--- src/rtl/ttls_pkg.sv ---
// Package for the term table load-and-sort core: widths, codes and the
// sequencer state type. No dependencies.
package ttls_pkg;

  localparam int MAX_TERMS_DEF = 64;
  localparam int TERM_BITS_DEF = 16;

  localparam int NUM_W    = 16;
  localparam int IDX_W    = 7;
  localparam int CNT_W    = 7;
  localparam int DATA_W   = 32;
  localparam int PADDR_W  = 3;

  localparam logic OP_APPEND = 1'b0;
  localparam logic OP_READ   = 1'b1;

  localparam logic REG_MINTERM  = 1'b0;
  localparam logic REG_DONTCARE = 1'b1;

  typedef enum logic [2:0] {
    ST_IDLE,
    ST_READ,
    ST_SORT_KEY,
    ST_SORT_LOAD,
    ST_SORT_CMP,
    ST_SORT_PLACE,
    ST_EMIT
  } state_t;

  typedef struct packed {
    logic [NUM_W-1:0] number;
    logic             dont_care;
    logic             full;
    logic             rejected;
  } result_t;

endpackage

--- src/rtl/ttls_ram.sv ---
// Generic single-write, single-read RAM with a registered read port.
// No dependencies.
module ttls_ram #(
  parameter int WIDTH = 17,
  parameter int DEPTH = 64
) (
  input  logic                     clk,
  input  logic                     we,
  input  logic [$clog2(DEPTH)-1:0] waddr,
  input  logic [WIDTH-1:0]         wdata,
  input  logic [$clog2(DEPTH)-1:0] raddr,
  output logic [WIDTH-1:0]         rdata
);

  logic [WIDTH-1:0] mem [DEPTH];

  always_ff @(posedge clk) begin
    if (we) begin
      mem[waddr] <= wdata;
    end
    rdata <= mem[raddr];
  end

endmodule

--- src/rtl/ttls_cfg.sv ---
// APB register block for the term table core: the two entry counts and the
// saturated count of slots in use. Depends on ttls_pkg.
module ttls_cfg import ttls_pkg::*; #(
  parameter int MAX_TERMS = MAX_TERMS_DEF
) (
  input  logic                               clk,
  input  logic                               rst,
  input  logic                               psel,
  input  logic                               penable,
  input  logic                               pwrite,
  input  logic [PADDR_W-1:0]                 paddr,
  input  logic [DATA_W-1:0]                  pwdata,
  output logic [DATA_W-1:0]                  prdata,
  output logic                               pready,
  output logic [$clog2(MAX_TERMS+1)-1:0]     slots
);

  localparam int FILL_W = $clog2(MAX_TERMS + 1);
  localparam int CW     = (FILL_W > CNT_W + 1) ? FILL_W : CNT_W + 1;

  logic [CNT_W-1:0] minterm_count;
  logic [CNT_W-1:0] dontcare_count;
  logic             wr_en;
  logic [CNT_W:0]   sum;
  logic [CW-1:0]    sum_cw;

  assign pready = 1'b1;
  assign wr_en  = psel && penable && pwrite && pready;

  always_ff @(posedge clk) begin
    if (rst) begin
      minterm_count  <= '0;
      dontcare_count <= '0;
    end else if (wr_en) begin
      case (paddr[2])
        REG_MINTERM:  minterm_count  <= pwdata[CNT_W-1:0];
        REG_DONTCARE: dontcare_count <= pwdata[CNT_W-1:0];
        default:      minterm_count  <= minterm_count;
      endcase
    end
  end

  always_comb begin
    case (paddr[2])
      REG_MINTERM:  prdata = {(DATA_W - CNT_W)'(0), minterm_count};
      REG_DONTCARE: prdata = {(DATA_W - CNT_W)'(0), dontcare_count};
      default:      prdata = '0;
    endcase
  end

  assign sum    = {1'b0, minterm_count} + {1'b0, dontcare_count};
  assign sum_cw = CW'(sum);

  always_comb begin
    if (sum_cw > CW'(MAX_TERMS)) begin
      slots = FILL_W'(MAX_TERMS);
    end else begin
      slots = sum_cw[FILL_W-1:0];
    end
  end

endmodule

--- src/rtl/term_table_load_sort_core.sv ---
// Channel  Dir  Handshake            Beat contents
// in       in   in_valid/in_stall    operation, term_number, dont_care, read_index
// out      out  out_valid/out_stall  read_number, read_dont_care, table_full,
//                                    append_rejected
// cfg      in   psel/penable/pready  paddr, pwdata, prdata
//
// An append goes from IDLE to EMIT; a read passes through READ first, as the one-write,
// one-read term RAM has a registered read port. The append that fills the table adds a
// stable insertion sort of the filled entries, run by one compare unit.
// in_stall is high from an accepted beat until its result enters the output
// register; a stalled result holds there and delays the next one.
// Reset clears only the control state; slots at or past the fill count read as zero.
// Top level of the term table core. Depends on ttls_pkg, ttls_cfg, ttls_ram.
module term_table_load_sort_core import ttls_pkg::*; #(
  parameter int MAX_TERMS = MAX_TERMS_DEF,
  parameter int TERM_BITS = TERM_BITS_DEF
) (
  input  logic               clk,
  input  logic               rst,
  input  logic               in_valid,
  output logic               in_stall,
  input  logic               operation,
  input  logic [NUM_W-1:0]   term_number,
  input  logic               dont_care,
  input  logic [IDX_W-1:0]   read_index,
  output logic               out_valid,
  input  logic               out_stall,
  output logic [NUM_W-1:0]   read_number,
  output logic               read_dont_care,
  output logic               table_full,
  output logic               append_rejected,
  input  logic               psel,
  input  logic               penable,
  input  logic               pwrite,
  input  logic [PADDR_W-1:0] paddr,
  input  logic [DATA_W-1:0]  pwdata,
  output logic [DATA_W-1:0]  prdata,
  output logic               pready
);

  localparam int ADDR_W = $clog2(MAX_TERMS);
  localparam int FILL_W = $clog2(MAX_TERMS + 1);
  localparam int CW     = (FILL_W > IDX_W + 1) ? FILL_W : IDX_W + 1;
  localparam int ENT_W  = TERM_BITS + 1;

  state_t state, state_next;

  logic [FILL_W-1:0] slots;
  logic [FILL_W-1:0] fill;
  logic [FILL_W-1:0] fill_inc;
  logic [FILL_W-1:0] i;
  logic [FILL_W-1:0] i_inc;
  logic [ADDR_W-1:0] j;
  logic [ENT_W-1:0]  key;
  logic              rd_hit;
  result_t           res;

  logic              accept;
  logic              out_free;
  logic              full_now;
  logic              full_after;
  logic              need_sort;
  logic              shift;
  logic              more;

  logic                     ram_we;
  logic [ADDR_W-1:0]        ram_waddr;
  logic [ENT_W-1:0]         ram_wdata;
  logic [ADDR_W-1:0]        ram_raddr;
  logic [ENT_W-1:0]         ram_rdata;

  logic [TERM_BITS+NUM_W-1:0] in_num_wide;
  logic [TERM_BITS-1:0]       in_num;
  logic [NUM_W+TERM_BITS-1:0] rd_num_wide;
  logic [IDX_W+ADDR_W-1:0]    idx_wide;

  ttls_cfg #(
    .MAX_TERMS (MAX_TERMS)
  ) u_cfg (
    .clk     (clk),
    .rst     (rst),
    .psel    (psel),
    .penable (penable),
    .pwrite  (pwrite),
    .paddr   (paddr),
    .pwdata  (pwdata),
    .prdata  (prdata),
    .pready  (pready),
    .slots   (slots)
  );

  ttls_ram #(
    .WIDTH (ENT_W),
    .DEPTH (MAX_TERMS)
  ) u_ram (
    .clk   (clk),
    .we    (ram_we),
    .waddr (ram_waddr),
    .wdata (ram_wdata),
    .raddr (ram_raddr),
    .rdata (ram_rdata)
  );

  assign in_num_wide = {TERM_BITS'(0), term_number};
  assign in_num      = in_num_wide[TERM_BITS-1:0];
  assign rd_num_wide = {NUM_W'(0), ram_rdata[TERM_BITS-1:0]};
  assign idx_wide    = {ADDR_W'(0), read_index};

  assign in_stall   = (state != ST_IDLE);
  assign accept     = in_valid && !in_stall;
  assign out_free   = !out_valid || !out_stall;
  assign fill_inc   = fill + FILL_W'(1);
  assign i_inc      = i + FILL_W'(1);
  assign full_now   = (fill >= slots);
  assign full_after = (fill_inc >= slots);
  assign need_sort  = full_after && (fill_inc >= FILL_W'(2));
  assign shift      = (ram_rdata[TERM_BITS-1:0] > key[TERM_BITS-1:0]);
  assign more       = (i_inc < fill);

  always_comb begin
    state_next = state;
    case (state)
      ST_IDLE: begin
        if (accept) begin
          if (operation == OP_READ) begin
            state_next = ST_READ;
          end else if (!full_now && need_sort) begin
            state_next = ST_SORT_KEY;
          end else begin
            state_next = ST_EMIT;
          end
        end
      end
      ST_READ:      state_next = ST_EMIT;
      ST_SORT_KEY:  state_next = ST_SORT_LOAD;
      ST_SORT_LOAD: state_next = ST_SORT_CMP;
      ST_SORT_CMP: begin
        if (!shift || j == ADDR_W'(1)) begin
          state_next = ST_SORT_PLACE;
        end
      end
      ST_SORT_PLACE: begin
        state_next = more ? ST_SORT_KEY : ST_EMIT;
      end
      ST_EMIT: begin
        if (out_free) begin
          state_next = ST_IDLE;
        end
      end
      default: state_next = ST_IDLE;
    endcase
  end

  always_comb begin
    ram_we    = 1'b0;
    ram_waddr = fill[ADDR_W-1:0];
    ram_wdata = {dont_care, in_num};
    ram_raddr = '0;
    case (state)
      ST_IDLE: begin
        ram_raddr = idx_wide[ADDR_W-1:0];
        if (accept && operation == OP_APPEND && !full_now) begin
          ram_we = 1'b1;
        end
      end
      ST_SORT_KEY: begin
        ram_raddr = i[ADDR_W-1:0];
      end
      ST_SORT_LOAD: begin
        ram_raddr = j - ADDR_W'(1);
      end
      ST_SORT_CMP: begin
        ram_raddr = j - ADDR_W'(2);
        if (shift) begin
          ram_we    = 1'b1;
          ram_waddr = j;
          ram_wdata = ram_rdata;
        end
      end
      ST_SORT_PLACE: begin
        ram_we    = 1'b1;
        ram_waddr = j;
        ram_wdata = key;
      end
      default: ram_we = 1'b0;
    endcase
  end

  always_ff @(posedge clk) begin
    if (rst) begin
      state     <= ST_IDLE;
      fill      <= '0;
      out_valid <= 1'b0;
    end else begin
      state <= state_next;
      case (state)
        ST_IDLE: begin
          if (accept) begin
            if (operation == OP_READ) begin
              rd_hit <= (CW'(read_index) < CW'(fill)) && (CW'(read_index) < CW'(slots));
            end else if (full_now) begin
              res <= '{number: '0, dont_care: 1'b0, full: 1'b1, rejected: 1'b1};
            end else begin
              fill <= fill_inc;
              i    <= FILL_W'(1);
              res  <= '{number: '0, dont_care: 1'b0, full: full_after, rejected: 1'b0};
            end
          end
        end
        ST_READ: begin
          res.number    <= rd_hit ? rd_num_wide[NUM_W-1:0] : '0;
          res.dont_care <= rd_hit && ram_rdata[TERM_BITS];
          res.full      <= full_now;
          res.rejected  <= 1'b0;
        end
        ST_SORT_KEY: begin
          j <= i[ADDR_W-1:0];
        end
        ST_SORT_LOAD: begin
          key <= ram_rdata;
        end
        ST_SORT_CMP: begin
          if (shift) begin
            j <= j - ADDR_W'(1);
          end
        end
        ST_SORT_PLACE: begin
          i <= i_inc;
        end
        ST_EMIT: begin
          if (out_free) begin
            read_number     <= res.number;
            read_dont_care  <= res.dont_care;
            table_full      <= res.full;
            append_rejected <= res.rejected;
          end
        end
        default: i <= i;
      endcase
      if (state == ST_EMIT && out_free) begin
        out_valid <= 1'b1;
      end else if (!out_stall) begin
        out_valid <= 1'b0;
      end
    end
  end

endmodule

--- config.mk ---
export PLATFORM = sky130hd
export DESIGN_NAME = term_table_load_sort_core
export DESIGN_NICKNAME = d
export VERILOG_FILES = /design/src/rtl/ttls_pkg.sv /design/src/rtl/ttls_ram.sv /design/src/rtl/ttls_cfg.sv /design/src/rtl/term_table_load_sort_core.sv
export SDC_FILE = /design/constraint.sdc
export NUM_CORES = 2
export LEC_CHECK = 0
export BUFFER_PORTS_ARGS = -buffer_cell sky130_fd_sc_hd__buf_4
export CORE_MARGIN = 4
export CORE_UTILIZATION = 30
export DETAILED_ROUTE_END_ITERATION = 10
export PLACE_DENSITY_LB_ADDON = 0.12
export SLEW_MARGIN = 20
export SYNTH_ARGS = -nofsm -noshare
export SYNTH_HDL_FRONTEND = slang
export SYNTH_SLANG_ARGS = --single-unit
--- constraint.sdc ---
create_clock -name clk -period 7.2 [get_ports clk]
set_input_delay 1.08 -clock clk [delete_from_list [all_inputs] [get_ports clk]]
set_output_delay 1.08 -clock clk [all_outputs]
set_load 0.01 [all_outputs]
==> summary.md <==
| Metric | Value |
|---|---|
| Status | completed |
| Setup bufs post-CTS | 0 |
| Starting DRT DRC Count | 2731 |
| Post-Synth XOR/XNOR Area | 0.460% |
| Initial antenna violation count | 11 |
| Finished Cell Area | 0.0595 mm² |
| Largest net degree at the start of global routing | 132 |
| Seq/Total Area, Yosys | 69.2% |
| Number of fillers in the final layout | 16500 |
| Hold_ws | 0.413 ns |
| Vias in the first global route | 32400 |
| Synth Area in Compound Gates | 12.4% |
| Met1 Use GR | 26.5% |
| Post-DR wirelength/cell | 27.5 µm |
| Die Width | 422 µm |
| Setup CP Type | register to register |
| R2r setup slk | 1.41 ns |
| Met2 GRT Util | 30.4% |
| Startpoint Class | register |
| Mux contribution to synthesized area | 2.43% |
| CP required | 7.57 ns |
| Distinct cell type count after synthesis | 72 |
| Largest family of logic cells by synthesized area | compound AO/OA/AOI/OAI gates |
| HPWL Detailed | 100000 µm |
| Pleak | 19.9 nW |
| Placed Area | 0.0553 mm² |
| Worst-Margin Slew | 1.16 ns |
| Syn_area_per_cell | 13.2 µm² |
| Vias per cell | 5.27 |
| Yosys warns | 0 |
| Synth-to-Final Area Change | 15.6% |
| Die Span Y | 422 µm |
| Peak VDD IR | 0.269 mV |
| Synth Area in Adders | 1.57% |
| CP arrival | 6.17 ns |
| Post-synthesis simple-gate area fraction | 9.63% |
| Fin crit period | 5.79 ns |
| DRC | 0 |
| Clock latency on the worst-skew pair | 0.76 ns |
| I/O Pins | 121 |
| Pins over their slew limit | 0 |
| First-pass GRT wire length | 246000 µm |
| Tot Pwr | 22.8 mW |
| GR Util met3 | 2.77% |
| Via count | 33000 |
| Min-delay worst type | register to register |
| Port bufs | 67 |
| Final ANT Viol Nets | 0 |
| Final GP Congestion | 0.780 |
| CTS tree | built |
| Overflow after GRT | 0 |
| Clock buffer depth | 3 |
| Mapped Area | 0.0514 mm² |
| Die area | 0.178 mm² |
| CP max FO | 17 |
| Post-CTS sizing | 0 |
| Drt total wl | 172000 µm |
| Core Region | 0.170 mm² |
| F_max | 0.173 GHz |
| P per Cell Area | 383 mW/mm² |
| Post-synth top area cell | edfxtp_1 |
| Rows | 151 |
| Crit share post-route | 80.5% |
| Reg clk slew, reported paths | 0.06 ns |
| GRT busiest layer | met2 |
| Drt first pass iters | 7 |
| Slack of the critical path | 1.41 ns |
| Post-Route Setup TNS | 0 ns |
| H-tree depth | 4 |
| Ys flop type | edfxtp_1 |
| Cells after synthesis | 3894 |
| Max_slew headroom | 22.8% |
| CTS Buf Count | 136 |
| Seq cells post-synth | 1199 |
| GR Util All Layers | 18.8% |
| Max_cap viols | 0 |
| Unrepaired setup endpoints after global routing | no |
| Setup Skew | 0.0237 ns |
| Post-synth EDFFs | 1157 |
| Setup WS pre-CTS | 1.36 ns |
| Layout cell share with drive strength beyond 1 | 12.6% |
| Post-CTS Hold Buffers | 0 |
| Clock root buffer | clkbuf_16 |
| Synth top area cells | edfxtp_1 (68%), nand2_1 (5.0%), a2111oi_0 (4.8%), a311oi_1 (2.3%), nand3_1 (2.2%) |
| Final net count | 4070 |
| Post-synth top area share | 67.6% |
| Worst setup EP type | register |
| Post-synth ARST share | 0% |
| Starting Density | 30.3% |
| Fin. Hold Viols | 0 |
| Final Setup Violations | 0 |
| Clock tree sinks | 1199 |
-- synth_stat cells (4+ instances only) --
library cell     n
edfxtp_1      1157
nand2_1        688
a2111oi_0      280
clkbuf_1       242
nand3_1        227
inv_1          189
a311oi_1       136
a21oi_1        124
mux2i_1        111
nor2_1          99
o2111ai_1       87
ha_1            63
buf_2           46
dfxtp_1         42
nand4_1         38
nor3_1          32
buf_4           28
and2_1          25
buf_1           22
a31oi_1         21
a21o_1          20
xnor2_1         20
a211o_1         18
o211ai_1        18
o22a_1          17
o221ai_1        13
o21ai_0         12
mux2_2           9
a2bb2oi_2        7
nand2b_1         7
o22ai_1          7
xor2_1           7
a211oi_1         5
and3_1           5
nand3b_1         5
nor3b_1          5
buf_6            4
nor2b_1          4
-- per-layer routing --
metal  wire (µm)  up-vias
met1       78500    17000
met2       81500      723
li1            -    15100
met5          27        -
met4        4080        4
met3        7850      201
-- sequential cells by signal, summed over array words and instances (netlist names) --
| signal | flops |
|---|---|
| u_cfg.minterm_count | 7 |
| res | 19 |
| u_cfg.dontcare_count | 7 |
| rd_hit | 1 |
| key | 17 |
| out_valid | 1 |
| read_dont_care | 1 |
| append_rejected | 1 |
| i | 7 |
| u_ram.mem | 1088 |
| read_number | 16 |
| u_ram.rdata | 17 |
| j | 6 |
| table_full | 1 |
| state | 3 |
| fill | 7 |
-- power breakdown --
| part | total [mW] | internal, mW | switching, mW |
|---|---|---|---|
| registers | 8.38 | 8.26 | 0.121 |
| clock network | 6.61 | 3.80 | 2.81 |
| logic | 7.77 | 1.95 | 5.83 |
-- logic make-up after synthesis --
| logic type | count (synthesis) |
|---|---|
| AND/OR/NAND/NOR | 1151 |
| buffers and inverters | 531 |
| other | 2 |
| XOR/XNOR | 27 |
| adder cells (fa/ha/maj) | 64 |
| AO/OA/AOI/OAI | 797 |
| multiplexers | 123 |
| flip-flops | 1199 |
-- per-stage QoR --
| step | cells | utilization [%] |
|---|---|---|
| 5_1_grt | 6260 | 35.0 |
| 2_1_floorplan | 3918 | - |
| 3_3_place_gp | 6017 | 32.6 |
| 3_5_place_dp | 6019 | 32.6 |
| 4_1_cts | 6258 | 35.0 |
| 6_report | 6262 | 35.0 |
-- cell type report --
type / count / area [µm²] / area share (%)
antenna: 4 / 10.0 / 0.0168
clock buffer: 183 / 3650 / 6.14
clock inverter: 56 / 455 / 0.766
inverter: 189 / 709 / 1.19
multi-input combinational: 2188 / 14400 / 24.2
sequential: 1199 / 35600 / 59.8
tap: 2218 / 2780 / 4.67
timing repair buffer: 225 / 1920 / 3.22
-- critical path, cell delays in order, from the launching register on --
cell and delay [ns]:
dfxtp_1 0.32, ha_1 0.23, fa_1 0.41, a21o_1 0.17, a21oi_1 0.27, o21bai_1 0.10
a21oi_1 0.26, mux2i_1 0.14, a22oi_1 0.36, and2_1 0.25, ha_1 0.24, nand2b_1 0.14
a21o_1 0.17, a21oi_1 0.19, o21ai_1 0.28, a2111oi_1 0.43, buf_4 0.22, a2bb2oi_2 0.10
buf_4 0.25, nor2_2 0.86
-- final timing paths --
kind / startpoint / endpoint / depth (start not counted)
setup / recovery: u_cfg.dontcare_count[0] / u_ram.mem[19][13] / 19
hold / removal: res[1] / table_full / 0
setup reg to reg: u_cfg.dontcare_count[0] / u_ram.mem[19][13] / 19
hold reg to reg: res[1] / table_full / 0
-- layout by cell type, fill, tap and decap left out, drive strengths merged, types with 12 or more instances in the layout --
cell,Yosys,layout
a21oi,127,127
clkbuf,242,183
o221ai,13,13
nor3,32,32
mux2,12,12
a21o,20,20
nand3,227,227
inv,189,194
a211o,18,18
buf,100,225
and2,25,25
nor2,99,99
ha,63,63
a2111oi,281,281
dfxtp,42,42
a311oi,136,136
a31oi,21,21
o21ai,13,13
nand4,38,38
mux2i,111,111
edfxtp,1157,1157
o211ai,18,18
nand2,688,688
conb,2,26
o22a,17,17
clkinv,0,40
o2111ai,87,87
xnor2,20,20
No activity file was read; power rests on OpenSTA's default activity.
